<file path="src/rtl/mcam_pkg.sv">
package mcam_pkg;

  // Geometry of the block
  localparam int CHANNELS    = 6;
  localparam int SAMPLE_BITS = 16;
  localparam int ADDR_W      = (CHANNELS > 1) ? $clog2(CHANNELS) : 1;

  // Field and state widths
  localparam int CH_W   = 3;
  localparam int CNT_W  = 16;
  localparam int SUM_W  = 40;
  localparam int MAG_W  = 24;
  localparam int AVG_W  = 24;
  localparam int SSQ_W  = 2 * SAMPLE_BITS;   // x^2 + y^2 + z^2 always fits here
  localparam int ROOT_W = SAMPLE_BITS + 8;   // sqrt of (sum of squares << 16)
  localparam int RM_W   = (ROOT_W > MAG_W) ? ROOT_W : MAG_W;

  localparam logic [CNT_W-1:0] COUNT_MAX         = {CNT_W{1'b1}};
  localparam logic [MAG_W-1:0] MAG_MAX           = {MAG_W{1'b1}};
  localparam logic [CNT_W-1:0] MIN_SAMPLES_RESET = 16'd100;

  // Item kinds
  localparam logic MODE_SAMPLE = 1'b0;
  localparam logic MODE_REPORT = 1'b1;

  typedef logic [ADDR_W-1:0] addr_t;

  // One channel's accumulator entry
  typedef struct packed {
    logic [SUM_W-1:0] sum;
    logic [CNT_W-1:0] count;
  } entry_t;

  typedef enum logic [3:0] {
    ST_IDLE,
    ST_SQUARE,
    ST_ROOT,
    ST_UPDATE,
    ST_CHK,
    ST_REL,
    ST_DIV,
    ST_OUT
  } state_t;

  // Clamp a root to the magnitude width
  function automatic logic [MAG_W-1:0] sat_mag(input logic [ROOT_W-1:0] r);
    logic [RM_W-1:0] wide;
    wide = RM_W'(r);
    if (wide > RM_W'(MAG_MAX)) begin
      return MAG_MAX;
    end
    return MAG_W'(r);
  endfunction

endpackage

</file>
<file path="src/rtl/mcam_ifs.sv">
// Sample / report item channel
interface mcam_sample_if import mcam_pkg::*; ();
  logic                          valid;
  logic                          ready;
  logic                          mode;
  logic [CH_W-1:0]               channel;
  logic signed [SAMPLE_BITS-1:0] accel_x;
  logic signed [SAMPLE_BITS-1:0] accel_y;
  logic signed [SAMPLE_BITS-1:0] accel_z;

  modport source (output valid, mode, channel, accel_x, accel_y, accel_z, input ready);
  modport sink   (input valid, mode, channel, accel_x, accel_y, accel_z, output ready);
endinterface

// Average result channel
interface mcam_result_if import mcam_pkg::*; ();
  logic             valid;
  logic             ready;
  logic [CH_W-1:0]  channel_out;
  logic [AVG_W-1:0] average;
  logic             last;

  modport source (output valid, channel_out, average, last, input ready);
  modport sink   (input valid, channel_out, average, last, output ready);
endinterface

// Configuration write channel
interface mcam_cfg_if import mcam_pkg::*; ();
  logic             valid;
  logic             ready;
  logic [CNT_W-1:0] min_samples;

  modport source (output valid, min_samples, input ready);
  modport sink   (input valid, min_samples, output ready);
endinterface

</file>
<file path="src/rtl/multichannel_accel_magnitude_averager.sv">
// Sample item: load, squaring of the three axes on one multiplier, 24-step root, write back;
// the bit-serial square root is the longest step. One item is in work at a time.
// Report item: one memory read per channel checked when not released; when released,
// each channel's average comes from the 40-step divider, one channel after another.
// Reset: per-entry valid bits clear at once, so all sums and counts read zero; min_samples
// returns to 100. No memory clearing pass; the block takes items in the cycle after reset.
module multichannel_accel_magnitude_averager import mcam_pkg::*; (
  input logic          clk,
  input logic          rst,
  mcam_sample_if.sink  sample,
  mcam_result_if.source result,
  mcam_cfg_if.sink     cfg
);

  state_t state;
  state_t state_next;

  logic [CNT_W-1:0] min_samples;

  // Accumulator memory with registered read
  entry_t        mem [CHANNELS];
  entry_t        rd_data;
  logic          rd_vld;
  logic [CHANNELS-1:0] vld;
  entry_t        entry;
  entry_t        wr_entry;

  // Sample working registers
  addr_t                         ch;
  logic signed [SAMPLE_BITS-1:0] ax;
  logic signed [SAMPLE_BITS-1:0] ay;
  logic signed [SAMPLE_BITS-1:0] az;
  logic signed [SAMPLE_BITS-1:0] axis;
  logic signed [SSQ_W-1:0]       sq_val;
  logic [SSQ_W-1:0]              prod;
  logic [SSQ_W-1:0]              acc;
  logic [1:0]                    sq_cnt;

  // Sweep index and output register
  addr_t             idx;
  addr_t             idx_next;
  logic              out_valid;
  logic [CH_W-1:0]   out_ch;
  logic [AVG_W-1:0]  out_avg;
  logic              out_last;

  // Control from the state machine
  logic        sample_ready;
  logic        in_accept;
  logic        ch_ok;
  logic        rd_en;
  addr_t       rd_addr;
  logic        mem_we;
  logic        root_start;
  logic        div_start;
  logic        out_load;
  logic        clear_all;
  logic        idx_last;

  // Units
  logic              root_done;
  logic [ROOT_W-1:0] root_val;
  logic [SSQ_W-1:0]  radicand;
  logic              div_done;
  logic [SUM_W-1:0]  quot;
  logic [MAG_W-1:0]  mag;
  logic [SUM_W:0]    sum_ext;

  assign sample.ready = sample_ready;
  assign in_accept    = sample.valid && sample_ready;
  assign ch_ok        = (int'(sample.channel) < CHANNELS);
  assign idx_last     = (idx == addr_t'(CHANNELS - 1));

  // Configuration register, always writable
  assign cfg.ready = 1'b1;
  always_ff @(posedge clk) begin
    if (rst) begin
      min_samples <= MIN_SAMPLES_RESET;
    end else if (cfg.valid) begin
      min_samples <= cfg.min_samples;
    end
  end

  // Entry seen by the logic: never-written entries read as zero
  assign entry = rd_vld ? rd_data : '0;

  // Square of the selected axis, summed into the radicand
  always_comb begin
    case (sq_cnt)
      2'd0:    axis = ax;
      2'd1:    axis = ay;
      default: axis = az;
    endcase
  end
  assign sq_val   = axis * axis;
  assign radicand = acc + prod;

  // Read-modify-write of one entry
  assign mag              = sat_mag(root_val);
  assign sum_ext          = {1'b0, entry.sum} + (SUM_W + 1)'(mag);
  assign wr_entry.sum     = sum_ext[SUM_W] ? {SUM_W{1'b1}} : sum_ext[SUM_W-1:0];
  assign wr_entry.count   = entry.count + 1'b1;

  // State register
  always_ff @(posedge clk) begin
    if (rst) begin
      state <= ST_IDLE;
    end else begin
      state <= state_next;
    end
  end

  // Next state and control
  always_comb begin
    state_next   = state;
    idx_next     = idx;
    sample_ready = 1'b0;
    rd_en        = 1'b0;
    rd_addr      = idx;
    mem_we       = 1'b0;
    root_start   = 1'b0;
    div_start    = 1'b0;
    out_load     = 1'b0;
    clear_all    = 1'b0;
    case (state)
      ST_IDLE: begin
        sample_ready = 1'b1;
        if (sample.valid) begin
          if (sample.mode == MODE_REPORT) begin
            idx_next   = '0;
            rd_en      = 1'b1;
            rd_addr    = '0;
            state_next = ST_CHK;
          end else if (ch_ok) begin
            rd_en      = 1'b1;
            rd_addr    = addr_t'(sample.channel);
            state_next = ST_SQUARE;
          end
        end
      end
      ST_SQUARE: begin
        if (sq_cnt == 2'd3) begin
          root_start = 1'b1;
          state_next = ST_ROOT;
        end
      end
      ST_ROOT: begin
        if (root_done) begin
          state_next = ST_UPDATE;
        end
      end
      ST_UPDATE: begin
        // a full count freezes the channel
        mem_we     = (entry.count != COUNT_MAX);
        state_next = ST_IDLE;
      end
      ST_CHK: begin
        if (entry.count < min_samples) begin
          state_next = ST_IDLE;
        end else if (idx_last) begin
          idx_next   = '0;
          rd_en      = 1'b1;
          rd_addr    = '0;
          state_next = ST_REL;
        end else begin
          idx_next   = idx + 1'b1;
          rd_en      = 1'b1;
          rd_addr    = idx + 1'b1;
        end
      end
      ST_REL: begin
        div_start  = 1'b1;
        state_next = ST_DIV;
      end
      ST_DIV: begin
        if (div_done) begin
          state_next = ST_OUT;
        end
      end
      ST_OUT: begin
        if (!out_valid || result.ready) begin
          out_load = 1'b1;
          if (idx_last) begin
            clear_all  = 1'b1;
            state_next = ST_IDLE;
          end else begin
            idx_next   = idx + 1'b1;
            rd_en      = 1'b1;
            rd_addr    = idx + 1'b1;
            state_next = ST_REL;
          end
        end
      end
      default: begin
        state_next = ST_IDLE;
      end
    endcase
  end

  // Control registers
  always_ff @(posedge clk) begin
    if (rst) begin
      vld       <= '0;
      idx       <= '0;
      sq_cnt    <= '0;
      out_valid <= 1'b0;
    end else begin
      idx <= idx_next;
      if (clear_all) begin
        vld <= '0;
      end else if (mem_we) begin
        vld[ch] <= 1'b1;
      end
      if (in_accept) begin
        sq_cnt <= '0;
      end else if (state == ST_SQUARE) begin
        sq_cnt <= sq_cnt + 1'b1;
      end
      if (out_load) begin
        out_valid <= 1'b1;
      end else if (result.ready) begin
        out_valid <= 1'b0;
      end
    end
  end

  // Memory: one write port, one registered read port
  always_ff @(posedge clk) begin
    if (mem_we) begin
      mem[ch] <= wr_entry;
    end
    if (rd_en) begin
      rd_data <= mem[rd_addr];
      rd_vld  <= vld[rd_addr];
    end
  end

  // Sample capture and squaring datapath
  always_ff @(posedge clk) begin
    if (in_accept) begin
      ch  <= addr_t'(sample.channel);
      ax  <= sample.accel_x;
      ay  <= sample.accel_y;
      az  <= sample.accel_z;
      acc <= '0;
    end else if (state == ST_SQUARE) begin
      prod <= $unsigned(sq_val);
      if (sq_cnt != 2'd0) begin
        acc <= acc + prod;
      end
    end
  end

  // Output register
  always_ff @(posedge clk) begin
    if (out_load) begin
      out_ch   <= CH_W'(idx);
      out_avg  <= (entry.count == '0) ? '0 : quot[AVG_W-1:0];
      out_last <= idx_last;
    end
  end

  assign result.valid       = out_valid;
  assign result.channel_out = out_ch;
  assign result.average     = out_avg;
  assign result.last        = out_last;

  mcam_root u_root (
    .clk      (clk),
    .rst      (rst),
    .start    (root_start),
    .radicand (radicand),
    .done     (root_done),
    .root     (root_val)
  );

  mcam_div u_div (
    .clk      (clk),
    .rst      (rst),
    .start    (div_start),
    .dividend (entry.sum),
    .divisor  (entry.count),
    .done     (div_done),
    .quotient (quot)
  );

`ifndef NO_ASSERTIONS
  // The final result of a report always belongs to the top channel
  a_last_channel: assert property (@(posedge clk) disable iff (rst)
    result.valid && result.last |-> result.channel_out == CH_W'(CHANNELS - 1))
    else $error("last flag on a result that is not the top channel");

  // A pending result is never overwritten
  a_no_overwrite: assert property (@(posedge clk) disable iff (rst)
    out_load |-> (!out_valid || result.ready))
    else $error("output register loaded while a result was still pending");

  // Releasing a report empties every channel
  a_cleared: assert property (@(posedge clk) disable iff (rst)
    clear_all |=> vld == '0)
    else $error("channel entries still valid after a released report");

  // Root completion only arrives while the sample waits for it
  a_root_state: assert property (@(posedge clk) disable iff (rst)
    root_done |-> state == ST_ROOT)
    else $error("square root finished outside the root wait state");
`endif

endmodule

</file>
<file path="src/rtl/mcam_root.sv">
// Bit-serial integer square root: floor(sqrt(radicand << 16)), one root bit per cycle
module mcam_root import mcam_pkg::*; (
  input  logic              clk,
  input  logic              rst,
  input  logic              start,
  input  logic [SSQ_W-1:0]  radicand,
  output logic              done,
  output logic [ROOT_W-1:0] root
);

  localparam int RAD_W  = 2 * ROOT_W;
  localparam int REM_W  = ROOT_W + 2;
  localparam int STEP_W = $clog2(ROOT_W + 1);

  logic              busy;
  logic [RAD_W-1:0]  rad;
  logic [REM_W-1:0]  rem;
  logic [STEP_W-1:0] step;

  logic [REM_W-1:0]  rem_sh;
  logic [REM_W-1:0]  trial;
  logic              fits;
  logic              last_step;

  // One restoring step
  assign rem_sh    = {rem[REM_W-3:0], rad[RAD_W-1 -: 2]};
  assign trial     = {root, 2'b01};
  assign fits      = (rem_sh >= trial);
  assign last_step = (step == STEP_W'(ROOT_W - 1));

  // Control
  always_ff @(posedge clk) begin
    if (rst) begin
      busy <= 1'b0;
      done <= 1'b0;
    end else begin
      done <= 1'b0;
      if (start) begin
        busy <= 1'b1;
      end else if (busy && last_step) begin
        busy <= 1'b0;
        done <= 1'b1;
      end
    end
  end

  // Datapath
  always_ff @(posedge clk) begin
    if (start) begin
      rad  <= {radicand, {(RAD_W - SSQ_W){1'b0}}};
      rem  <= '0;
      root <= '0;
      step <= '0;
    end else if (busy) begin
      rad  <= {rad[RAD_W-3:0], 2'b00};
      rem  <= fits ? (rem_sh - trial) : rem_sh;
      root <= {root[ROOT_W-2:0], fits};
      step <= step + 1'b1;
    end
  end

endmodule

</file>
<file path="src/rtl/mcam_div.sv">
// Restoring divider: sum / count, one quotient bit per cycle
module mcam_div import mcam_pkg::*; (
  input  logic             clk,
  input  logic             rst,
  input  logic             start,
  input  logic [SUM_W-1:0] dividend,
  input  logic [CNT_W-1:0] divisor,
  output logic             done,
  output logic [SUM_W-1:0] quotient
);

  localparam int STEP_W = $clog2(SUM_W + 1);

  logic              busy;
  logic [CNT_W-1:0]  dvs;
  logic [CNT_W-1:0]  rem;
  logic [STEP_W-1:0] step;

  logic [CNT_W:0]    rem_sh;
  logic [CNT_W:0]    diff;
  logic              fits;
  logic              last_step;

  // Quotient register shifts the dividend out as quotient bits come in
  assign rem_sh    = {rem, quotient[SUM_W-1]};
  assign fits      = (rem_sh >= {1'b0, dvs});
  assign diff      = rem_sh - {1'b0, dvs};
  assign last_step = (step == STEP_W'(SUM_W - 1));

  // Control
  always_ff @(posedge clk) begin
    if (rst) begin
      busy <= 1'b0;
      done <= 1'b0;
    end else begin
      done <= 1'b0;
      if (start) begin
        busy <= 1'b1;
      end else if (busy && last_step) begin
        busy <= 1'b0;
        done <= 1'b1;
      end
    end
  end

  // Datapath
  always_ff @(posedge clk) begin
    if (start) begin
      quotient <= dividend;
      dvs      <= divisor;
      rem      <= '0;
      step     <= '0;
    end else if (busy) begin
      quotient <= {quotient[SUM_W-2:0], fits};
      rem      <= fits ? diff[CNT_W-1:0] : rem_sh[CNT_W-1:0];
      step     <= step + 1'b1;
    end
  end

endmodule

</file>
<file path="src/flat_wrapper.sv">
// flat-port wrapper written by rule: the top's interface ports become plain ports
module multichannel_accel_magnitude_averager_flat import mcam_pkg::*;
  (clk, rst, sample_valid, sample_mode, sample_channel, sample_accel_x, sample_accel_y, sample_accel_z, sample_ready, result_valid, result_channel_out, result_average, result_last, result_ready, cfg_valid, cfg_min_samples, cfg_ready);
  mcam_sample_if sample_i ();
  mcam_result_if result_i ();
  mcam_cfg_if cfg_i ();
  input logic clk;
  input logic rst;
  input wire logic [$bits(sample_i.valid)-1:0] sample_valid;
  input wire logic [$bits(sample_i.mode)-1:0] sample_mode;
  input wire logic [$bits(sample_i.channel)-1:0] sample_channel;
  input wire logic [$bits(sample_i.accel_x)-1:0] sample_accel_x;
  input wire logic [$bits(sample_i.accel_y)-1:0] sample_accel_y;
  input wire logic [$bits(sample_i.accel_z)-1:0] sample_accel_z;
  output wire logic [$bits(sample_i.ready)-1:0] sample_ready;
  output wire logic [$bits(result_i.valid)-1:0] result_valid;
  output wire logic [$bits(result_i.channel_out)-1:0] result_channel_out;
  output wire logic [$bits(result_i.average)-1:0] result_average;
  output wire logic [$bits(result_i.last)-1:0] result_last;
  input wire logic [$bits(result_i.ready)-1:0] result_ready;
  input wire logic [$bits(cfg_i.valid)-1:0] cfg_valid;
  input wire logic [$bits(cfg_i.min_samples)-1:0] cfg_min_samples;
  output wire logic [$bits(cfg_i.ready)-1:0] cfg_ready;
  assign sample_i.valid = sample_valid;
  assign sample_i.mode = sample_mode;
  assign sample_i.channel = sample_channel;
  assign sample_i.accel_x = sample_accel_x;
  assign sample_i.accel_y = sample_accel_y;
  assign sample_i.accel_z = sample_accel_z;
  assign sample_ready = sample_i.ready;
  assign result_valid = result_i.valid;
  assign result_channel_out = result_i.channel_out;
  assign result_average = result_i.average;
  assign result_last = result_i.last;
  assign result_i.ready = result_ready;
  assign cfg_i.valid = cfg_valid;
  assign cfg_i.min_samples = cfg_min_samples;
  assign cfg_ready = cfg_i.ready;
  multichannel_accel_magnitude_averager u_core (.clk(clk), .rst(rst), .sample(sample_i), .result(result_i), .cfg(cfg_i));
endmodule
</file>
<file path="config.mk">
export PLATFORM = sky130hd
export DESIGN_NAME = multichannel_accel_magnitude_averager_flat
export DESIGN_NICKNAME = d
export VERILOG_FILES = /design/src/rtl/mcam_pkg.sv /design/src/rtl/mcam_ifs.sv /design/src/rtl/multichannel_accel_magnitude_averager.sv /design/src/rtl/mcam_root.sv /design/src/rtl/mcam_div.sv /design/src/flat_wrapper.sv
export SDC_FILE = /design/constraint.sdc
export NUM_CORES = 2
export LEC_CHECK = 0
export BUFFER_PORTS_ARGS = -buffer_cell sky130_fd_sc_hd__buf_2
export CAP_MARGIN = 40
export CELL_PAD_IN_SITES_DETAIL_PLACEMENT = 1
export CELL_PAD_IN_SITES_GLOBAL_PLACEMENT = 1
export CORE_AREA = 2 2 359 361
export CTS_CLUSTER_SIZE = 8
export DETAILED_ROUTE_END_ITERATION = 16
export DIE_AREA = 0 0 361 363
export HOLD_SLACK_MARGIN = 0.05
export PLACE_DENSITY_LB_ADDON = 0.1
export SETUP_SLACK_MARGIN = 0.02
export SYNTH_ARGS = -nofsm -noshare
export SYNTH_HDL_FRONTEND = slang
export SYNTH_SLANG_ARGS = --single-unit
</file>
<file path="constraint.sdc">
create_clock -name clk -period 12.9 [get_ports clk]
set_input_delay 0.645 -clock clk [delete_from_list [all_inputs] [get_ports clk]]
set_output_delay 0.645 -clock clk [all_outputs]
set_load 0.05 [all_outputs]
</file>
==> results.tsv <==
stage	metric	value	unit
status	outcome	finished clean	
floorplan	Rows	131	
detailed_routing	WL/cell	20.0	um
global_route	vias in the first global route	29300	
setup_path	CP Launch Point	u_core.sq_cnt[1]$_SDFFE_PP0P_	
floorplan	Starting Density	33.9	%
clock_network	Clk Latency, worst-skew pair	0.71	ns
setup_path	Max stage delay cell, worst path	a21oi_1	
setup_path	CP Capture Type	flop	
floorplan	Die Height	363	um
yosys	Syn Area/Cell	11.5	um^2
placed_design	Port Buffers	102	
setup_path	Worst setup SP type	flop	
yosys	most numerous cell in the Yosys netlist	edfxtp_1	
clock_network	TritonCTS clock tree	yes	
placed_design	Routability Congestion	0.789	
clock_network	CTS max path bufs	3	
setup_path	reg2reg start	u_core.sq_cnt[1]$_SDFFE_PP0P_	
yosys	Yosys cell types	87	
final_layout	final layout net count	4372	
yosys	largest cells by area after synthesis	edfxtp_1 41%, fa_1 11%, dfxtp_1 6.6%	
setup_path	Worst EP required	13.30	ns
yosys	post-synth net total	4279	
global_route	initial antenna violation count	9	
setup_path	Critical Setup Path Class	reg2reg	
sta	Final TNS setup	0	ns
sta	endpoints failing setup	0	
yosys	warnings from Yosys	0	
setup_path	Worst path max stage delay	0.68	ns
sta	highest clock rate	0.116	GHz
yosys	Post-Synthesis Cell Area	43100	um^2
clock_network	number of gates resized after cts	0	
global_route	first-pass GRT wire length	175000	um
setup_path	Worst Reg-to-Reg Cells	28	
yosys	most frequent cells after synthesis	591 x edfxtp_1, 452 x inv_1, 303 x nor2_1	
detailed_routing	DRT Wirelength	112000	um
clock_network	clk slew on worst S/H paths	0.05	ns
final_layout	number of fill cells	13600	
run	# Max-Cap Violations	0	
sta	RSZ-0062 raised after global routing	false	
floorplan	die area	131000	um^2
sta	Final Hold Viols	0	
setup_path	Setup crit end	u_core.prod[30]$_DFFE_PP_	
global_route	Global Route Usage Sum	17.2	%
final_layout	Area Growth Syn to Fin	12.6	%
yosys	Post-synth EDFFs	591	
global_route	largest net degree at the start of global routing	117	
final_layout	share of cells above drive strength 1	11.9	%
detailed_routing	Post-DRT Antenna Nets	0	
placed_design	DP HPWL	78100	um
global_route	grt ovf	0	
yosys	register bit total from synthesis	733	
detailed_routing	detailed-route via count	27300	
floorplan	Die X	361	um
yosys	register area share after synthesis	47.8	%
floorplan	core area	127000	um^2
sta	clock skew	0.0527	ns
sta	Final Max Tran Viols	0	
sta	final critical path time including I/O delays and setup	8.61	ns
detailed_routing	Initial DRC Count	1125	
detailed_routing	DRC	0	
yosys	top_reg_cell synth	edfxtp_1	
yosys	cells after synthesis	3757	
sta	Tightest Pin Transition	1.02	ns
yosys	cell taking the most area after synthesis	edfxtp_1	
floorplan	I/O pins	104	
setup_path	setup slack, reg-to-reg	4.29	ns
sta	Max transition margin	31.8	%
setup_path	Worst EP arrival	9.01	ns
min_path	Min-Delay Path Class	in2reg	
detailed_routing	DR pass1 iterations	5	
clock_network	clk sinks	733	
yosys	Post-synth ARST share	0	%
clock_network	CTS Buf Count	103	
clock_network	cts-stage hold buffer count	0	
clock_network	htree depth	3	
sta	period utilisation layout	66.7	%
setup_path	Worst R2R End	u_core.prod[30]$_DFFE_PP_	
clock_network	post-CTS setup buffers	0	
setup_path	critical-path maximum fanout	18	
final_layout	final design utilization	38.2	%
yosys	Yosys top cell area share	41.2	%
clock_network	clk root buf	clkbuf_16	
detailed_routing	Vias/cell	4.90	
metrics by stage:
| step | area [um^2] | hold slack, ns | cells | setup slack, ns |
|---|---|---|---|---|
| final | 48500 | 0.122 | 5575 | 4.29 |
| after global routing | 48500 | 0.0752 | 5573 | 3.80 |
| after CTS | 48500 | 0.0557 | 5573 | 4.20 |
| after detailed placement | 45500 | 0.447 | 5407 | 4.26 |
| after global placement | 45300 | 0.441 | 5397 | 4.49 |
| after floorplan | 43100 | 0.403 | 3757 | 5.43 |
flip-flops by register name (all words and copies together), names as in the netlist, 5 cells and up:
name	count
u_core.ax	16
u_core.mem	336
u_core.u_root.rem	24
u_core.u_div.dvs	16
u_core.u_root.root	24
u_core.u_div.quotient	40
u_core.u_div.rem	16
u_core.u_root.rad	32
u_core.result.average	24
u_core.rd_data	56
u_core.ay	16
u_core.u_div.step	6
u_core.min_samples	16
u_core.prod	31
u_core.u_root.step	5
u_core.acc	32
u_core.vld	6
u_core.az	16
cell usage in the layout (no fill, tap or decap), types with 8 or more instances in the layout:
cell       synthesis  routed
edfxtp_1         591     591
inv_1            452     450
nor2_1           303     298
nand2_1          267     266
fa_1             238     238
ha_1             211     211
a21oi_1          211     210
mux2i_1          180     180
o21ai_0          148     148
dfxtp_1          142     141
mux2_2           136     136
clkbuf_16          0     104
buf_2             25     102
xnor2_1           82      82
a21o_1            78      78
xor2_1            67      67
clkbuf_1         116      52
nor2b_1           42      41
and2_1            41      40
nor3_1            41      39
buf_4              3      37
nand4_1           35      35
nand3_1           34      34
o21a_1            24      24
a22o_1            21      21
a211oi_1          21      21
nand2b_1          21      20
a21oi_2           17      17
and3_1            16      15
o21bai_1          11      11
or3_1             11      11
o31ai_1           10      10
a31oi_1           10      10
o211ai_1           9       9
or2_2              8       8
o21ai_1            8       8
worst min-delay path by stage:
stage | endpoint | slack, ns | cells after the start | start
finish | u_core.ax[2]$_DFFE_PP_ | 0.12 | 1 | sample_accel_x[2]
global route | u_core.ax[2]$_DFFE_PP_ | 0.08 | 1 | sample_accel_x[2]
CTS | u_core.ax[2]$_DFFE_PP_ | 0.06 | 1 | sample_accel_x[2]
detailed placement | u_core.u_div.rem[15]$_SDFFE_PP0P_ | 0.45 | 2 | u_core.u_div.rem[15]$_SDFFE_PP0P_
global placement | u_core.u_div.rem[15]$_SDFFE_PP0P_ | 0.44 | 2 | u_core.u_div.rem[15]$_SDFFE_PP0P_
floorplan | u_core.result.channel_out[2]$_DFFE_PP_ | 0.40 | 0 | u_core.idx[2]$_SDFFE_PP0P_
worst max-delay path, delay by kind of cell, from the launching register on:
kind	cells	cell delay, ns
flip-flops	1	0.31
adder cells (fa/ha/maj)	8	4.07
buffers and inverters	9	1.34
AND/OR/NAND/NOR	2	0.33
XOR/XNOR	1	0.09
AO/OA/AOI/OAI	8	2.15
layer usage:
metal / part of all wire, % / up-vias / GRT usage, %
li1: - / 13100 / -
met1: 49 / 13700 / 24.2
met2: 46 / 311 / 28.0
met3: 3.2 / 111 / 2.77
met4: 1.5 / 8 / 3.54
met5: 0.039 / - / 0
kinds of logic (layout without fill, tap and decap cells):
family,count (synthesis),after routing,share of synthesized area (%)
xor gates and xnor gates,149,149,3.03
buffers and inverters,622,776,5.77
DFF,733,733,47.8
and+or+nand+nor,849,849,8.94
adders and majority gates,449,449,17.2
AOI/OAI and AO/OA,637,637,9.49
other,1,3,0.00871
muxes,317,317,7.77
cell type report:
| cell class | count | area [um^2] | share of cell area (%) |
|---|---|---|---|
| sequential | 733 | 20600 | 42.4 |
| multi-input combinational | 2402 | 20100 | 41.4 |
| clock buffer | 159 | 2840 | 5.85 |
| tap | 1662 | 2080 | 4.29 |
| inverter | 460 | 1730 | 3.56 |
| timing repair buffer | 150 | 1050 | 2.17 |
| clock inverter | 7 | 131 | 0.271 |
| antenna | 2 | 5.00 | 0.0103 |
Power is left out: the tool's default activity adds up to more than one toggle a clock period on the data nets, which glitch-free logic cannot reach.
